### config.mk
export PLATFORM = sky130hd
export DESIGN_NAME = periodic_timer_bank_unit
export DESIGN_NICKNAME = d
export VERILOG_FILES = /design/src/design/ptb_pkg.sv /design/src/design/periodic_timer_bank_unit.sv /design/src/design/ptb_front.sv /design/src/design/ptb_rsp_queue.sv /design/src/design/ptb_back.sv
export SDC_FILE = /design/constraint.sdc
export NUM_CORES = 1
export LEC_CHECK = 0
export BUFFER_PORTS_ARGS = -buffer_cell sky130_fd_sc_hd__clkbuf_2
export CORE_UTILIZATION = 25
export DETAILED_ROUTE_END_ITERATION = 8
export HOLD_SLACK_MARGIN = 0.06
export PLACE_DENSITY = 0.41
export SLEW_MARGIN = 20
export SYNTH_ARGS = -nofsm -noshare
export SYNTH_HDL_FRONTEND = slang
export SYNTH_SLANG_ARGS = --single-unit
### constraint.sdc
create_clock -name clock -period 17.41 [get_ports clock]
set_clock_uncertainty 0.05 [all_clocks]
set_input_delay 2.6115 -clock clock [delete_from_list [all_inputs] [get_ports clock]]
set_output_delay 2.6115 -clock clock [all_outputs]
set_load 0.1 [all_outputs]
### src/design/ptb_pkg.sv
`timescale 1ns / 1ps
`default_nettype none
package ptb_pkg;

   localparam int NUM_TIMERS_DEF = 8;
   localparam int CMD_DEPTH = 2;
   localparam int RSP_DEPTH = 2;

   typedef enum logic [2:0] {
      OP_CHECK = 3'd0,
      OP_SET   = 3'd1,
      OP_ALLOC = 3'd2,
      OP_KILL  = 3'd3,
      OP_QUERY = 3'd4,
      OP_OTHER = 3'd5
   } op_type;

   typedef enum logic [2:0] {
      KIND_FIRED  = 3'd0,
      KIND_ALLOC  = 3'd1,
      KIND_FAIL   = 3'd2,
      KIND_REMAIN = 3'd3,
      KIND_DONE   = 3'd4
   } kind_type;

   typedef struct packed {
      op_type             op;
      logic               slot_ok;
      logic [2:0]         slot;
      logic [31:0]        now;
      logic [31:0]        period;
      logic signed [16:0] count;
   } cmd_type;

   typedef struct packed {
      logic [31:0]        start;
      logic [31:0]        intv;
      logic signed [16:0] count;
   } entry_type;

   typedef struct packed {
      kind_type           kind;
      logic [2:0]         slot_out;
      logic signed [32:0] remaining;
      logic               last;
   } rsp_type;

endpackage
`default_nettype wire

### src/design/periodic_timer_bank_unit.sv
`timescale 1ns / 1ps
`default_nettype none
// Bank of NUM_TIMERS periodic timers behind two queue-style ports. Commands
// enter a two-word queue; a sequencer executes them against a timer table
// with one registered read per cycle. A check or allocate walks the slots in
// order, one slot per cycle while results can be queued: a check dequeues,
// visits every slot, then sends a final done word; an allocate stops at the
// first free slot or the last slot. Results wait in a two-word queue; while
// it is full the sequencer holds its result steps. Per-slot valid bits make
// unwritten slots read as unused, so the table is usable straight out of reset.
module periodic_timer_bank_unit #(
   parameter int NUM_TIMERS = ptb_pkg::NUM_TIMERS_DEF
) (
   input  wire logic               clock,
   input  wire logic               reset,
   input  wire logic               req_push,
   output logic                    req_full,
   input  wire logic [2:0]         req_opcode,
   input  wire logic [31:0]        req_now,
   input  wire logic [2:0]         req_slot,
   input  wire logic [31:0]        req_period,
   input  wire logic signed [16:0] req_repeat_count,
   output logic                    rsp_empty,
   input  wire logic               rsp_pop,
   output logic [2:0]              rsp_kind,
   output logic [2:0]              rsp_slot_out,
   output logic signed [32:0]      rsp_remaining,
   output logic                    rsp_last
);

   logic             cmd_valid, cmd_pop;
   ptb_pkg::cmd_type cmd_word;
   logic             out_full, out_push;
   ptb_pkg::rsp_type out_word, head;

   ptb_front #(.NUM_TIMERS(NUM_TIMERS)) u_front (
      .clock            (clock),
      .reset            (reset),
      .req_push         (req_push),
      .req_full         (req_full),
      .req_opcode       (req_opcode),
      .req_now          (req_now),
      .req_slot         (req_slot),
      .req_period       (req_period),
      .req_repeat_count (req_repeat_count),
      .cmd_pop          (cmd_pop),
      .cmd_valid        (cmd_valid),
      .cmd_word         (cmd_word)
   );

   ptb_back #(.NUM_TIMERS(NUM_TIMERS)) u_back (
      .clock     (clock),
      .reset     (reset),
      .cmd_valid (cmd_valid),
      .cmd_word  (cmd_word),
      .cmd_pop   (cmd_pop),
      .out_full  (out_full),
      .out_push  (out_push),
      .out_word  (out_word)
   );

   ptb_rsp_queue u_rsp_queue (
      .clock     (clock),
      .reset     (reset),
      .push      (out_push),
      .push_word (out_word),
      .full      (out_full),
      .pop       (rsp_pop),
      .empty     (rsp_empty),
      .head      (head)
   );

   assign rsp_kind      = head.kind;
   assign rsp_slot_out  = head.slot_out;
   assign rsp_remaining = head.remaining;
   assign rsp_last      = head.last;

endmodule
`default_nettype wire

### src/design/ptb_front.sv
`timescale 1ns / 1ps
`default_nettype none
module ptb_front #(
   parameter int NUM_TIMERS = ptb_pkg::NUM_TIMERS_DEF
) (
   input  wire logic               clock,
   input  wire logic               reset,
   input  wire logic               req_push,
   output logic                    req_full,
   input  wire logic [2:0]         req_opcode,
   input  wire logic [31:0]        req_now,
   input  wire logic [2:0]         req_slot,
   input  wire logic [31:0]        req_period,
   input  wire logic signed [16:0] req_repeat_count,
   input  wire logic               cmd_pop,
   output logic                    cmd_valid,
   output ptb_pkg::cmd_type        cmd_word
);

   ptb_pkg::cmd_type cmd_q_ff [ptb_pkg::CMD_DEPTH];
   logic             wr_ptr_ff, wr_ptr_in;
   logic             rd_ptr_ff, rd_ptr_in;
   logic [1:0]       fill_ff, fill_in;
   ptb_pkg::cmd_type word_in;
   logic             push_ok, pop_ok;

   always_comb begin
      word_in = '0;
      unique case (req_opcode)
         ptb_pkg::OP_CHECK: word_in.op = ptb_pkg::OP_CHECK;
         ptb_pkg::OP_SET:   word_in.op = ptb_pkg::OP_SET;
         ptb_pkg::OP_ALLOC: word_in.op = ptb_pkg::OP_ALLOC;
         ptb_pkg::OP_KILL:  word_in.op = ptb_pkg::OP_KILL;
         ptb_pkg::OP_QUERY: word_in.op = ptb_pkg::OP_QUERY;
         default: word_in.op = ptb_pkg::OP_OTHER;
      endcase
      word_in.slot_ok = (int'(req_slot) < NUM_TIMERS);
      word_in.slot    = req_slot;
      word_in.now     = req_now;
      word_in.period  = req_period;
      word_in.count   = req_repeat_count;
   end

   assign req_full  = (fill_ff == 2'(ptb_pkg::CMD_DEPTH));
   assign cmd_valid = (fill_ff != 2'd0);
   assign cmd_word  = cmd_q_ff[rd_ptr_ff];
   assign push_ok   = req_push && !req_full;
   assign pop_ok    = cmd_pop && cmd_valid;

   always_comb begin
      wr_ptr_in = push_ok ? ~wr_ptr_ff : wr_ptr_ff;
      rd_ptr_in = pop_ok ? ~rd_ptr_ff : rd_ptr_ff;
      fill_in   = fill_ff + 2'(push_ok) - 2'(pop_ok);
   end

   always_ff @(posedge clock) begin
      if (reset) begin
         wr_ptr_ff <= 1'b0;
         rd_ptr_ff <= 1'b0;
         fill_ff   <= 2'd0;
      end else begin
         wr_ptr_ff <= wr_ptr_in;
         rd_ptr_ff <= rd_ptr_in;
         fill_ff   <= fill_in;
      end
   end

   always_ff @(posedge clock) begin
      if (push_ok) begin
         cmd_q_ff[wr_ptr_ff] <= word_in;
      end
   end

endmodule
`default_nettype wire

### src/design/ptb_rsp_queue.sv
`timescale 1ns / 1ps
`default_nettype none
module ptb_rsp_queue (
   input  wire logic             clock,
   input  wire logic             reset,
   input  wire logic             push,
   input  wire ptb_pkg::rsp_type push_word,
   output logic                  full,
   input  wire logic             pop,
   output logic                  empty,
   output ptb_pkg::rsp_type      head
);

   ptb_pkg::rsp_type rsp_q_ff [ptb_pkg::RSP_DEPTH];
   logic             wr_ptr_ff, wr_ptr_in;
   logic             rd_ptr_ff, rd_ptr_in;
   logic [1:0]       fill_ff, fill_in;
   logic             push_ok, pop_ok;

   assign full    = (fill_ff == 2'(ptb_pkg::RSP_DEPTH));
   assign empty   = (fill_ff == 2'd0);
   assign head    = rsp_q_ff[rd_ptr_ff];
   assign push_ok = push && !full;
   assign pop_ok  = pop && !empty;

   always_comb begin
      wr_ptr_in = push_ok ? ~wr_ptr_ff : wr_ptr_ff;
      rd_ptr_in = pop_ok ? ~rd_ptr_ff : rd_ptr_ff;
      fill_in   = fill_ff + 2'(push_ok) - 2'(pop_ok);
   end

   always_ff @(posedge clock) begin
      if (reset) begin
         wr_ptr_ff <= 1'b0;
         rd_ptr_ff <= 1'b0;
         fill_ff   <= 2'd0;
      end else begin
         wr_ptr_ff <= wr_ptr_in;
         rd_ptr_ff <= rd_ptr_in;
         fill_ff   <= fill_in;
      end
   end

   always_ff @(posedge clock) begin
      if (push_ok) begin
         rsp_q_ff[wr_ptr_ff] <= push_word;
      end
   end

endmodule
`default_nettype wire

### src/design/ptb_back.sv
`timescale 1ns / 1ps
`default_nettype none
module ptb_back #(
   parameter int NUM_TIMERS = ptb_pkg::NUM_TIMERS_DEF
) (
   input  wire logic             clock,
   input  wire logic             reset,
   input  wire logic             cmd_valid,
   input  wire ptb_pkg::cmd_type cmd_word,
   output logic                  cmd_pop,
   input  wire logic             out_full,
   output logic                  out_push,
   output ptb_pkg::rsp_type      out_word
);

   localparam int IW = (NUM_TIMERS > 1) ? $clog2(NUM_TIMERS) : 1;
   localparam logic [IW-1:0] LAST_IDX = IW'(NUM_TIMERS - 1);

   typedef enum logic [2:0] {
      ST_IDLE = 3'b001,
      ST_EXEC = 3'b010,
      ST_FIN  = 3'b100
   } state_type;

   state_type          state_ff, state_in;
   ptb_pkg::cmd_type   cmd_ff, cmd_in;
   logic [IW-1:0]      idx_ff, idx_in;

   ptb_pkg::entry_type mem [NUM_TIMERS];
   logic [NUM_TIMERS-1:0] valid_ff;
   ptb_pkg::entry_type rd_data_ff;
   logic               rd_valid_ff;

   logic               rd_en, wr_en;
   logic [IW-1:0]      rd_addr, wr_addr;
   ptb_pkg::entry_type wr_data, cur;

   logic [32:0]        due;
   logic [33:0]        diff;
   logic               fire, at_last, free;

   assign cur     = rd_valid_ff ? rd_data_ff : '0;
   assign due     = {1'b0, cur.start} + {1'b0, cur.intv};
   assign diff    = {1'b0, due} - {2'b00, cmd_ff.now};
   assign fire    = (cur.count != 17'sd0) && (due <= {1'b0, cmd_ff.now});
   assign free    = (cur.count == 17'sd0);
   assign at_last = (idx_ff == LAST_IDX);

   always_comb begin
      state_in = state_ff;
      cmd_in   = cmd_ff;
      idx_in   = idx_ff;
      cmd_pop  = 1'b0;
      rd_en    = 1'b0;
      rd_addr  = idx_ff;
      wr_en    = 1'b0;
      wr_addr  = idx_ff;
      wr_data  = '0;
      out_push = 1'b0;
      out_word = '0;
      unique case (state_ff)
         ST_IDLE: begin
            if (cmd_valid) begin
               cmd_pop  = 1'b1;
               cmd_in   = cmd_word;
               rd_en    = 1'b1;
               rd_addr  = ((cmd_word.op == ptb_pkg::OP_CHECK) ||
                           (cmd_word.op == ptb_pkg::OP_ALLOC)) ? '0 : IW'(cmd_word.slot);
               idx_in   = rd_addr;
               state_in = ST_EXEC;
            end
         end
         ST_EXEC: begin
            if (!out_full) begin
               unique case (cmd_ff.op)
                  ptb_pkg::OP_CHECK: begin
                     if (fire) begin
                        wr_en               = 1'b1;
                        wr_data.start       = cur.start + cur.intv;
                        wr_data.intv        = cur.intv;
                        wr_data.count       = cur.count[16] ? cur.count
                                                            : cur.count - 17'sd1;
                        out_push            = 1'b1;
                        out_word.kind       = ptb_pkg::KIND_FIRED;
                        out_word.slot_out   = 3'(idx_ff);
                     end
                     if (at_last) begin
                        state_in = ST_FIN;
                     end else begin
                        rd_en   = 1'b1;
                        rd_addr = idx_ff + 1'b1;
                        idx_in  = rd_addr;
                     end
                  end
                  ptb_pkg::OP_ALLOC: begin
                     if (free) begin
                        wr_en             = 1'b1;
                        wr_data.start     = cmd_ff.now;
                        wr_data.intv      = cmd_ff.period;
                        wr_data.count     = cmd_ff.count;
                        out_push          = 1'b1;
                        out_word.kind     = ptb_pkg::KIND_ALLOC;
                        out_word.slot_out = 3'(idx_ff);
                        out_word.last     = 1'b1;
                        state_in          = ST_IDLE;
                     end else if (at_last) begin
                        out_push      = 1'b1;
                        out_word.kind = ptb_pkg::KIND_FAIL;
                        out_word.last = 1'b1;
                        state_in      = ST_IDLE;
                     end else begin
                        rd_en   = 1'b1;
                        rd_addr = idx_ff + 1'b1;
                        idx_in  = rd_addr;
                     end
                  end
                  ptb_pkg::OP_SET: begin
                     wr_en             = cmd_ff.slot_ok;
                     wr_data.start     = cmd_ff.now;
                     wr_data.intv      = cmd_ff.period;
                     wr_data.count     = cmd_ff.count;
                     out_push          = 1'b1;
                     out_word.kind     = ptb_pkg::KIND_DONE;
                     out_word.slot_out = cmd_ff.slot;
                     out_word.last     = 1'b1;
                     state_in          = ST_IDLE;
                  end
                  ptb_pkg::OP_KILL: begin
                     wr_en             = cmd_ff.slot_ok;
                     out_push          = 1'b1;
                     out_word.kind     = ptb_pkg::KIND_DONE;
                     out_word.slot_out = cmd_ff.slot;
                     out_word.last     = 1'b1;
                     state_in          = ST_IDLE;
                  end
                  ptb_pkg::OP_QUERY: begin
                     out_push          = 1'b1;
                     out_word.kind     = ptb_pkg::KIND_REMAIN;
                     out_word.slot_out = cmd_ff.slot;
                     out_word.last     = 1'b1;
                     if (cmd_ff.slot_ok) begin
                        out_word.remaining = (!diff[33] && diff[32]) ? 33'sh0_FFFF_FFFF
                                                                     : diff[32:0];
                     end
                     state_in = ST_IDLE;
                  end
                  default: begin
                     out_push      = 1'b1;
                     out_word.kind = ptb_pkg::KIND_DONE;
                     out_word.last = 1'b1;
                     state_in      = ST_IDLE;
                  end
               endcase
            end
         end
         ST_FIN: begin
            if (!out_full) begin
               out_push      = 1'b1;
               out_word.kind = ptb_pkg::KIND_DONE;
               out_word.last = 1'b1;
               state_in      = ST_IDLE;
            end
         end
         default: state_in = ST_IDLE;
      endcase
   end

   always_ff @(posedge clock) begin
      if (reset) begin
         state_ff <= ST_IDLE;
      end else begin
         state_ff <= state_in;
      end
   end

   always_ff @(posedge clock) begin
      cmd_ff <= cmd_in;
      idx_ff <= idx_in;
   end

   always_ff @(posedge clock) begin
      if (wr_en) begin
         mem[wr_addr] <= wr_data;
      end
      if (rd_en) begin
         rd_data_ff <= mem[rd_addr];
      end
   end

   always_ff @(posedge clock) begin
      if (reset) begin
         valid_ff    <= '0;
         rd_valid_ff <= 1'b0;
      end else begin
         if (wr_en) begin
            valid_ff[wr_addr] <= 1'b1;
         end
         if (rd_en) begin
            rd_valid_ff <= valid_ff[rd_addr];
         end
      end
   end

endmodule
`default_nettype wire
==> Implementation_results.wiki, run 1 <==
{| class="wikitable"
! Metric !! Value
|-
| Startpoint of the lowest-slack register-to-register path || u_back.rd_valid_ff
|-
| Final antenna-violating net count || 0
|-
| Highest routed layer || met4
|-
| Largest driver fanout on the critical path || 55
|-
| Worst slack at placement || 8.99 ns
|-
| End-of-flow core utilization || approximately 29%
|-
| Setup TNS Final || 0 ns
|-
| Area inside the core boundary || approximately 190,000 µm²
|-
| Final HPWL DP || 84,500 µm
|-
| Fraction of the yosys area taken by sequential cells || between 60% and 70%
|-
| Post_cts resized || 0
|-
| Net count after synthesis || around 3.8k
|-
| Synth warnings || 0
|-
| Synthesized instance count || 3,656
|-
| Cell types with the largest area share after synthesis || sky130_fd_sc_hd__edfxtp_1, sky130_fd_sc_hd__nand2_1, sky130_fd_sc_hd__mux2_2
|-
| Hold crit path type || flip-flop to flip-flop
|-
| Initial core utilization || 25.2%
|-
| TritonCTS buffer count || 130
|-
| Height of the die || 435 µm
|-
| Clock edge transition at the registers on the reported setup and hold paths || 0.06 ns
|-
| Biggest cell delay along the critical path || 0.83 ns
|-
| EDFF count, synth || roughly 1.1k
|-
| Total Die Area || 189,000 µm²
|-
| Number of global-route vias before repair || 28.4k
|-
| Synth-to-layout area growth || 16.1%
|-
| Total number of vias || 28.8k
|-
| Least-Margin Pin Slew || 1.08 ns
|-
| Cell with the most instances on the worst path || sky130_fd_sc_hd__buf_4
|-
| Filler Cell Count || around 19k
|-
| Leading area contributor after synthesis || sky130_fd_sc_hd__edfxtp_1
|-
| Flip-flop and latch count after synthesis || 1,095
|-
| Post-synthesis instance area || about 47,000 µm²
|-
| Fraction of final layout cells sized beyond drive strength 1 || 14.0%
|-
| Detail-routed net length per standard cell || 21.8 µm
|-
| Layout Cells excl Fill || 6,354
|-
| Highest attainable clock frequency || 119 MHz
|-
| Nets || between 3k and 4k
|-
| Count of clock tree sinks || 1,095
|-
| RSZ-0062 raised after global routing || false
|-
| Insertion delay to the later sink of the worst-skew pair || 0.78 ns
|-
| Leading cell type by number of instances after synthesis || sky130_fd_sc_hd__edfxtp_1
|-
| Metal1 wirelength || 64,000 µm
|-
| Final RePlAce weighted congestion || ~0.85
|-
| Root buffer selected by CTS || sky130_fd_sc_hd__clkbuf_16
|-
| Final setup violation count || 0
|-
| Top cells by count, synth || sky130_fd_sc_hd__edfxtp_1, sky130_fd_sc_hd__nand2_1, sky130_fd_sc_hd__nand3_1
|-
| Top-level I/O count || 133
|-
| Critical path start-end classification || flip-flop to flip-flop
|-
| Antenna violations before repair || 3
|-
| Clock tree from TritonCTS || yes
|-
| Library cells used by synthesis || 95
|-
| Beginning of the critical path || u_back.rd_valid_ff
|-
| R2r worst-path depth || 25
|-
| Met3 wire len || approximately 5100 µm
|-
| Number of maximum-capacitance constraint violations || 0
|-
| Endpoint, Worst Hold || u_back.valid_ff[2]
|-
| Total instance count after detailed placement || 6,116
|-
| Global route overflow || 0
|-
| Yosys top cell area share || 68.6%
|-
| Power density normalized to cell area || 181 nW/µm²
|-
| All-layer global routing usage || ~14%
|-
| Worst hold slack across all endpoints || 0.407 ns
|-
| Largest net degree at the start of global routing || 153
|-
| Mean post-synth cell area || around 13 µm²
|-
| Most used DFF post-synth || sky130_fd_sc_hd__edfxtp_1
|-
| Number of pins with negative max-slew slack in the final report || 0
|-
| TritonRoute pass-1 iters || 7
|-
| Kind of launch point of the worst setup path || flip-flop
|-
| Signal arrival time at the worst endpoint || approximately 8.7 ns
|-
| Port Buffers || 132
|-
| Largest voltage drop on the vdd net || 135 µV
|-
| Leakage power total || 18.5 nW
|-
| DR WL met2 || about 67,000 µm
|-
| Area used by multi-input combinational logic || 13,200 µm²
|-
| Slew headroom || 28.3%
|-
| Total length of routed wires || between 100,000 and 150,000 µm
|-
| End of the worst register-to-register path || u_back.mem[1][71]
|-
| Clock Tree Buf Depth || 3
|-
| Hold depth || 2
|-
| Startpoint of the tightest hold check path || u_back.valid_ff[2]
|-
| Site row count || about 160
|-
| Slowest cell on crit path || sky130_fd_sc_hd__buf_4
|-
| Min Clock Period, post-route || 8.40 ns
|-
| Violation count after the first detailed-route iteration || 2,354
|-
| Data required, critical path || between 15 and 20 ns
|-
| Hold-fix buffers at CTS || 0
|-
| Wire length of the first global-routing pass || 201,000 µm
|-
| Hold Violations, Final || 0
|-
| Element type at the critical path end || flip-flop
|-
| Portion of the clock cycle consumed by the worst path in the final layout || 48.2%
|-
| Avg Vias per Cell || 4.54
|-
| Residual DRC || 0
|-
| # Post-CTS Setup Buffers || 0
|-
| Reg-to-reg slack, setup || 9.01 ns
|-
| Sequential cell area in the final layout || around 33,000 µm²
|-
| Maximum level of the CTS H-tree || 4
|-
| Die span in x || 435 µm
|-
| Fraction of registers with async set or reset after synthesis || 0%
|-
| Run status || finished, final reports clean
|-
| Worst-case setup margin in the final layout || 9.01 ns
|}
## power by group
group | switching (W) | internal, W
combinational | 0.00255 | 0.00107
clock | 0.00112 | 0.00148
sequential | 0.000277 | 0.00332
## metrics by stage
stage	area [µm²]	power (W)
after floorplan	46800	0.00595
after global placement	50300	0.00738
after global routing	54400	0.0104
after detailed placement	50300	0.00734
after CTS	54400	0.0100
final	54400	0.00983
## state kept, by name (all words and copies together) (netlist names), 2 cells and up, named ones only
name and cells:
u_back.rd_data_ff 81, u_rsp_queue.fill_ff 2, u_back.valid_ff 8, u_back.mem 648
u_back.state_ff 3, u_back.cmd_ff 87, u_rsp_queue.rsp_q_ff 80, u_front.cmd_q_ff 174
u_front.fill_ff 2, u_back.idx_ff 3
## cells by family after synthesis
logic type | count (synthesis) | share of synthesized area, %
buffers and inverters | 263 | 2.37
xor gates and xnor gates | 65 | 1.22
DFF | 1095 | 69.7
and+or+nand+nor | 1410 | 12.9
AOI/OAI and AO/OA | 618 | 8.66
adders and majority gates | 73 | 1.97
muxes | 132 | 3.16
## worst max-delay path: cells and delay by family (launching register included)
family / cells / cell delay (ns)
buf+inv: 7 / 2.74
simple gates: 8 / 1.75
compound gates: 6 / 1.37
fa+ha+maj: 3 / 1.16
flops: 1 / 0.65
xor+xnor: 1 / 0.16
## metal layers
metal  track usage (%)  up-vias
met5                 0        -
met4              3.66        0
li1                  -    13646
met2              23.6      562
met3              2.25      138
met1              19.7    14491
## worst max path at each step
stage | to | slack, ns | depth (start not counted)
2_1_floorplan | u_back.mem[0][0] | 6.21 | 26
3_3_place_gp | u_back.mem[1][45] | 9.03 | 26
3_5_place_dp | u_back.mem[1][45] | 8.99 | 25
4_1_cts | u_back.mem[1][71] | 8.95 | 25
5_1_grt | u_back.mem[1][71] | 8.39 | 23
6_report | u_back.mem[1][71] | 9.01 | 25
## cell usage in the layout, fill, tap and decap left out, drive strengths merged, types with 49 or more instances in the layout
cell	n
edfxtp	1070
nand2	888
clkbuf	292
o21ai	216
nand3	192
nor2	144
mux2	128
o211ai	90
a21oi	87
a22oi	77
and2	71
ha	69
inv	69
clkinv	60
buf	49
## final cells by class
cell class | instances | area share (%)
Inverter | 62 | 0.456
Antenna cell | 1 | 0.00460
Timing Repair Buffer | 181 | 1.94
Clock buffer | 160 | 6.27
Tap cell | 2480 | 5.71
Multi-Input combinational cell | 2298 | 24.4
Sequential cell | 1095 | 60.0
Clock inverter | 77 | 1.23
(Power assumes the default switching activity.)
==> run 2, diff against run 1 <==
ABC_AREA = 1   (was not set)
PLACE_DENSITY = 0.42   (was 0.41)
clock period = 7.1 ns   (was 17.41 ns; I/O delays follow)
==> run 2 against run 1 <==
Effect of this change:
- via count grew 4.7%
- die area grew 0.13%
- clock power grew 140%
- global-route usage grew 0.21 points
- clock-buffer cell count shrank 10
- combinational power grew to 3.2 times the previous value
- cell area is essentially flat
- worst setup slack lost 8.4 ns
- non-clock buffer count grew 16
- sequential cell count is the same
==> Implementation_results.wiki, run 2 <==
{| class="wikitable"
! Metric !! Value
|-
| Hold crit path type || flip-flop to flip-flop
|-
| Hold-fix buffers at CTS || 0
|-
| Slew headroom || 22.7%
|-
| Layout Cells excl Fill || 6,698
|-
| Largest voltage drop on the vdd net || 488 µV
|-
| Initial core utilization || between 20 and 30%
|-
| RSZ-0062 raised after global routing || false
|-
| Clock Tree Buf Depth || 3
|-
| Kind of launch point of the worst setup path || flip-flop
|-
| Element type at the critical path end || flip-flop
|-
| Least-Margin Pin Slew || 1.16 ns
|-
| TritonCTS buffer count || 120
|-
| Leading area contributor after synthesis || sky130_fd_sc_hd__edfxtp_1
|-
| Cell with the most instances on the worst path || sky130_fd_sc_hd__nand2_1
|-
| Data required, critical path || 7.52 ns
|-
| Final HPWL DP || 85,800 µm
|-
| End-of-flow core utilization || approximately 29%
|-
| Insertion delay to the later sink of the worst-skew pair || 0.77 ns
|-
| Fraction of the yosys area taken by sequential cells || 69.6%
|-
| Net count after synthesis || 4,153
|-
| Wire length of the first global-routing pass || 206,000 µm
|-
| TritonRoute pass-1 iters || 6
|-
| Avg Vias per Cell || 4.51
|-
| Clock edge transition at the registers on the reported setup and hold paths || around 0.06 ns
|-
| Detail-routed net length per standard cell || 21.2 µm
|-
| Most used cells in the layout excluding fill and tap cells || sky130_fd_sc_hd__edfxtp_1, sky130_fd_sc_hd__nand2_1, sky130_fd_sc_hd__nor2_1
|-
| EDFF count, synth || 1,070
|-
| Power density normalized to cell area || around 490 nW/µm²
|-
| Critical path start-end classification || flip-flop to flip-flop
|-
| Highest attainable clock frequency || 154 MHz
|-
| Die span in x || about 440 µm
|-
| Number of pins with negative max-slew slack in the final report || 0
|-
| Site row count || 158
|-
| Hold Violations, Final || 0
|-
| Final antenna-violating net count || 0
|-
| # Post-CTS Setup Buffers || 0
|-
| Setup TNS Final || 0 ns
|-
| Run status || finished, final reports clean
|-
| Total Die Area || 189,000 µm²
|-
| Filler Cell Count || 19.2k
|-
| Mean post-synth cell area || around 12 µm²
|-
| Top-level I/O count || 133
|-
| Total length of routed wires || 142,000 µm
|-
| Biggest cell delay along the critical path || 0.76 ns
|-
| Final RePlAce weighted congestion || about 0.91
|-
| Synth warnings || 0
|-
| Library cells used by synthesis || between 50 and 60
|-
| Maximum level of the CTS H-tree || 3
|-
| Number of global-route vias before repair || about 30k
|-
| Number of inserted diodes || 0
|-
| Clock tree from TritonCTS || yes
|-
| Top cells by count, synth || sky130_fd_sc_hd__edfxtp_1, sky130_fd_sc_hd__nand2_1, sky130_fd_sc_hd__nor2_1
|-
| Nets || 4,279
|-
| Flip-flop count of the largest register, all copies and words added || approximately 650
|-
| Fraction of registers with async set or reset after synthesis || 0%
|-
| Largest driver fanout on the critical path || 48
|-
| Register bank with the most flops || u_back.mem
|-
| Violation count after the first detailed-route iteration || 2,342
|-
| Synthesized instance count || ~4.0k
|-
| Fraction of final layout cells sized beyond drive strength 1 || between 10 and 15%
|-
| Portion of the clock cycle consumed by the worst path in the final layout || 91.5%
|-
| Min Clock Period, post-route || 6.50 ns
|-
| Count of clock tree sinks || approximately 1.1k
|-
| Total instance count after detailed placement || 6,475
|-
| Most frequent standard cell in the layout excluding fill and tap cells || sky130_fd_sc_hd__edfxtp_1
|-
| Most used DFF post-synth || sky130_fd_sc_hd__edfxtp_1
|-
| Post-synthesis instance area || roughly 47,000 µm²
|-
| Post_cts resized || 0
|-
| Biggest registers after layout || u_back.mem: 648 flops, u_front.cmd_q_ff: 174 flops, u_back.cmd_ff: 87 flops
|-
| Synth-to-layout area growth || 15.8%
|-
| All-layer global routing usage || 14.6%
|-
| Worst hold slack across all endpoints || 0.391 ns
|-
| Largest net degree at the start of global routing || 166
|-
| Final setup violation count || 0
|-
| Total number of vias || 30.2k
|-
| Global route overflow || 0
|-
| Flip-flop and latch count after synthesis || 1,095
|-
| Signal arrival time at the worst endpoint || a little under 7 ns
|-
| Leakage power total || approximately 18 nW
|-
| Cell types with the largest area share after synthesis || sky130_fd_sc_hd__edfxtp_1, sky130_fd_sc_hd__nand2_1, sky130_fd_sc_hd__nor2_1
|-
| Antenna violations before repair || 1
|-
| Number of maximum-capacitance constraint violations || 0
|-
| Residual DRC || 0
|-
| Slowest cell on crit path || sky130_fd_sc_hd__dfxtp_4
|-
| Root buffer selected by CTS || sky130_fd_sc_hd__clkbuf_16
|-
| Port Buffers || 132
|-
| Area inside the core boundary || 186,000 µm²
|-
| Leading cell type by number of instances after synthesis || sky130_fd_sc_hd__edfxtp_1
|-
| Power consumption || roughly 0.027 W
|-
| Height of the die || 435 µm
|-
| Yosys top cell area share || roughly two thirds
|}
[run 2: cell count changes in the layout (fill, tap and decap cells not counted), sizes merged, moves of 43 or more]
cell / delta
nor2: +284
nand2: +43
mux2: -88
o211ai: -87
inv: +193
o22ai: +161
and2: -70
nand3: -140
o21ai: +165
a22oi: -76
a21oi: +111
[run 2: kinds of logic (layout without fill, tap and decap cells)]
family | after synthesis | in the layout | synth area share (%)
AND/OR/NAND/NOR | 1449 | 1449 | 12.1
flip-flops | 1095 | 1095 | 69.6
adder cells (fa/ha/maj) | 71 | 71 | 1.93
AO/OA/AOI/OAI | 806 | 806 | 9.57
XOR/XNOR | 74 | 74 | 1.38
buffers and inverters | 455 | 682 | 4.50
multiplexers | 41 | 41 | 0.982
[run 2: layout make-up]
class	count	area [µm²]	share of cell area, %
clock inverter	73	702	1.29
tap	2480	3100	5.71
timing repair buffer	197	1450	2.67
inverter	262	1020	1.87
multi-input combinational	2441	12300	22.6
clock buffer	150	3150	5.79
sequential	1095	32600	60.1
[run 2: layer usage]
| metal | up-vias | global-route usage, % | wire, µm |
|---|---|---|---|
| met5 | - | 0 | 0 |
| met4 | 0 | 4.27 | 3370 |
| met3 | 177 | 1.95 | 5450 |
| met2 | 636 | 25.3 | 70300 |
| met1 | 15093 | 18.9 | 62800 |
| li1 | 14278 | - | - |
[run 2: per-stage QoR]
stage	setup WS, ns	instance area [µm²]
floorplan	0.321	46900
global placement	0.663	50500
detailed placement	0.513	50500
CTS	0.511	54300
global route	0.00163	54300
finish	0.602	54300
[run 2: power by group]
group          switching [W]  leakage [nW]  internal (W)
Combinational        0.00873          7.65       0.00300
Clock                0.00264          1.88       0.00350
Sequential          0.000498          8.79       0.00829
[run 2: final timing paths]
check,slack [ns],endpoint,start,cells past startpoint
worst min-delay path,0.39,flip-flop,u_front.rd_ptr_ff,1
worst max register to register,0.60,u_back.mem[5][29],u_back.rd_valid_ff,26
worst max-delay path,0.60,u_back.mem[5][29],u_back.rd_valid_ff,26
worst min register to register,0.39,flip-flop,u_front.rd_ptr_ff,1
[run 2: critical path: cells and delay by family, from the launching register on]
family / cells / cell delay (ns)
buffers and inverters: 5 / 0.89
AOI/OAI and AO/OA: 7 / 1.89
and+or+nand+nor: 11 / 1.62
xor gates and xnor gates: 1 / 0.37
DFF: 1 / 0.76
adders and majority gates: 2 / 0.52
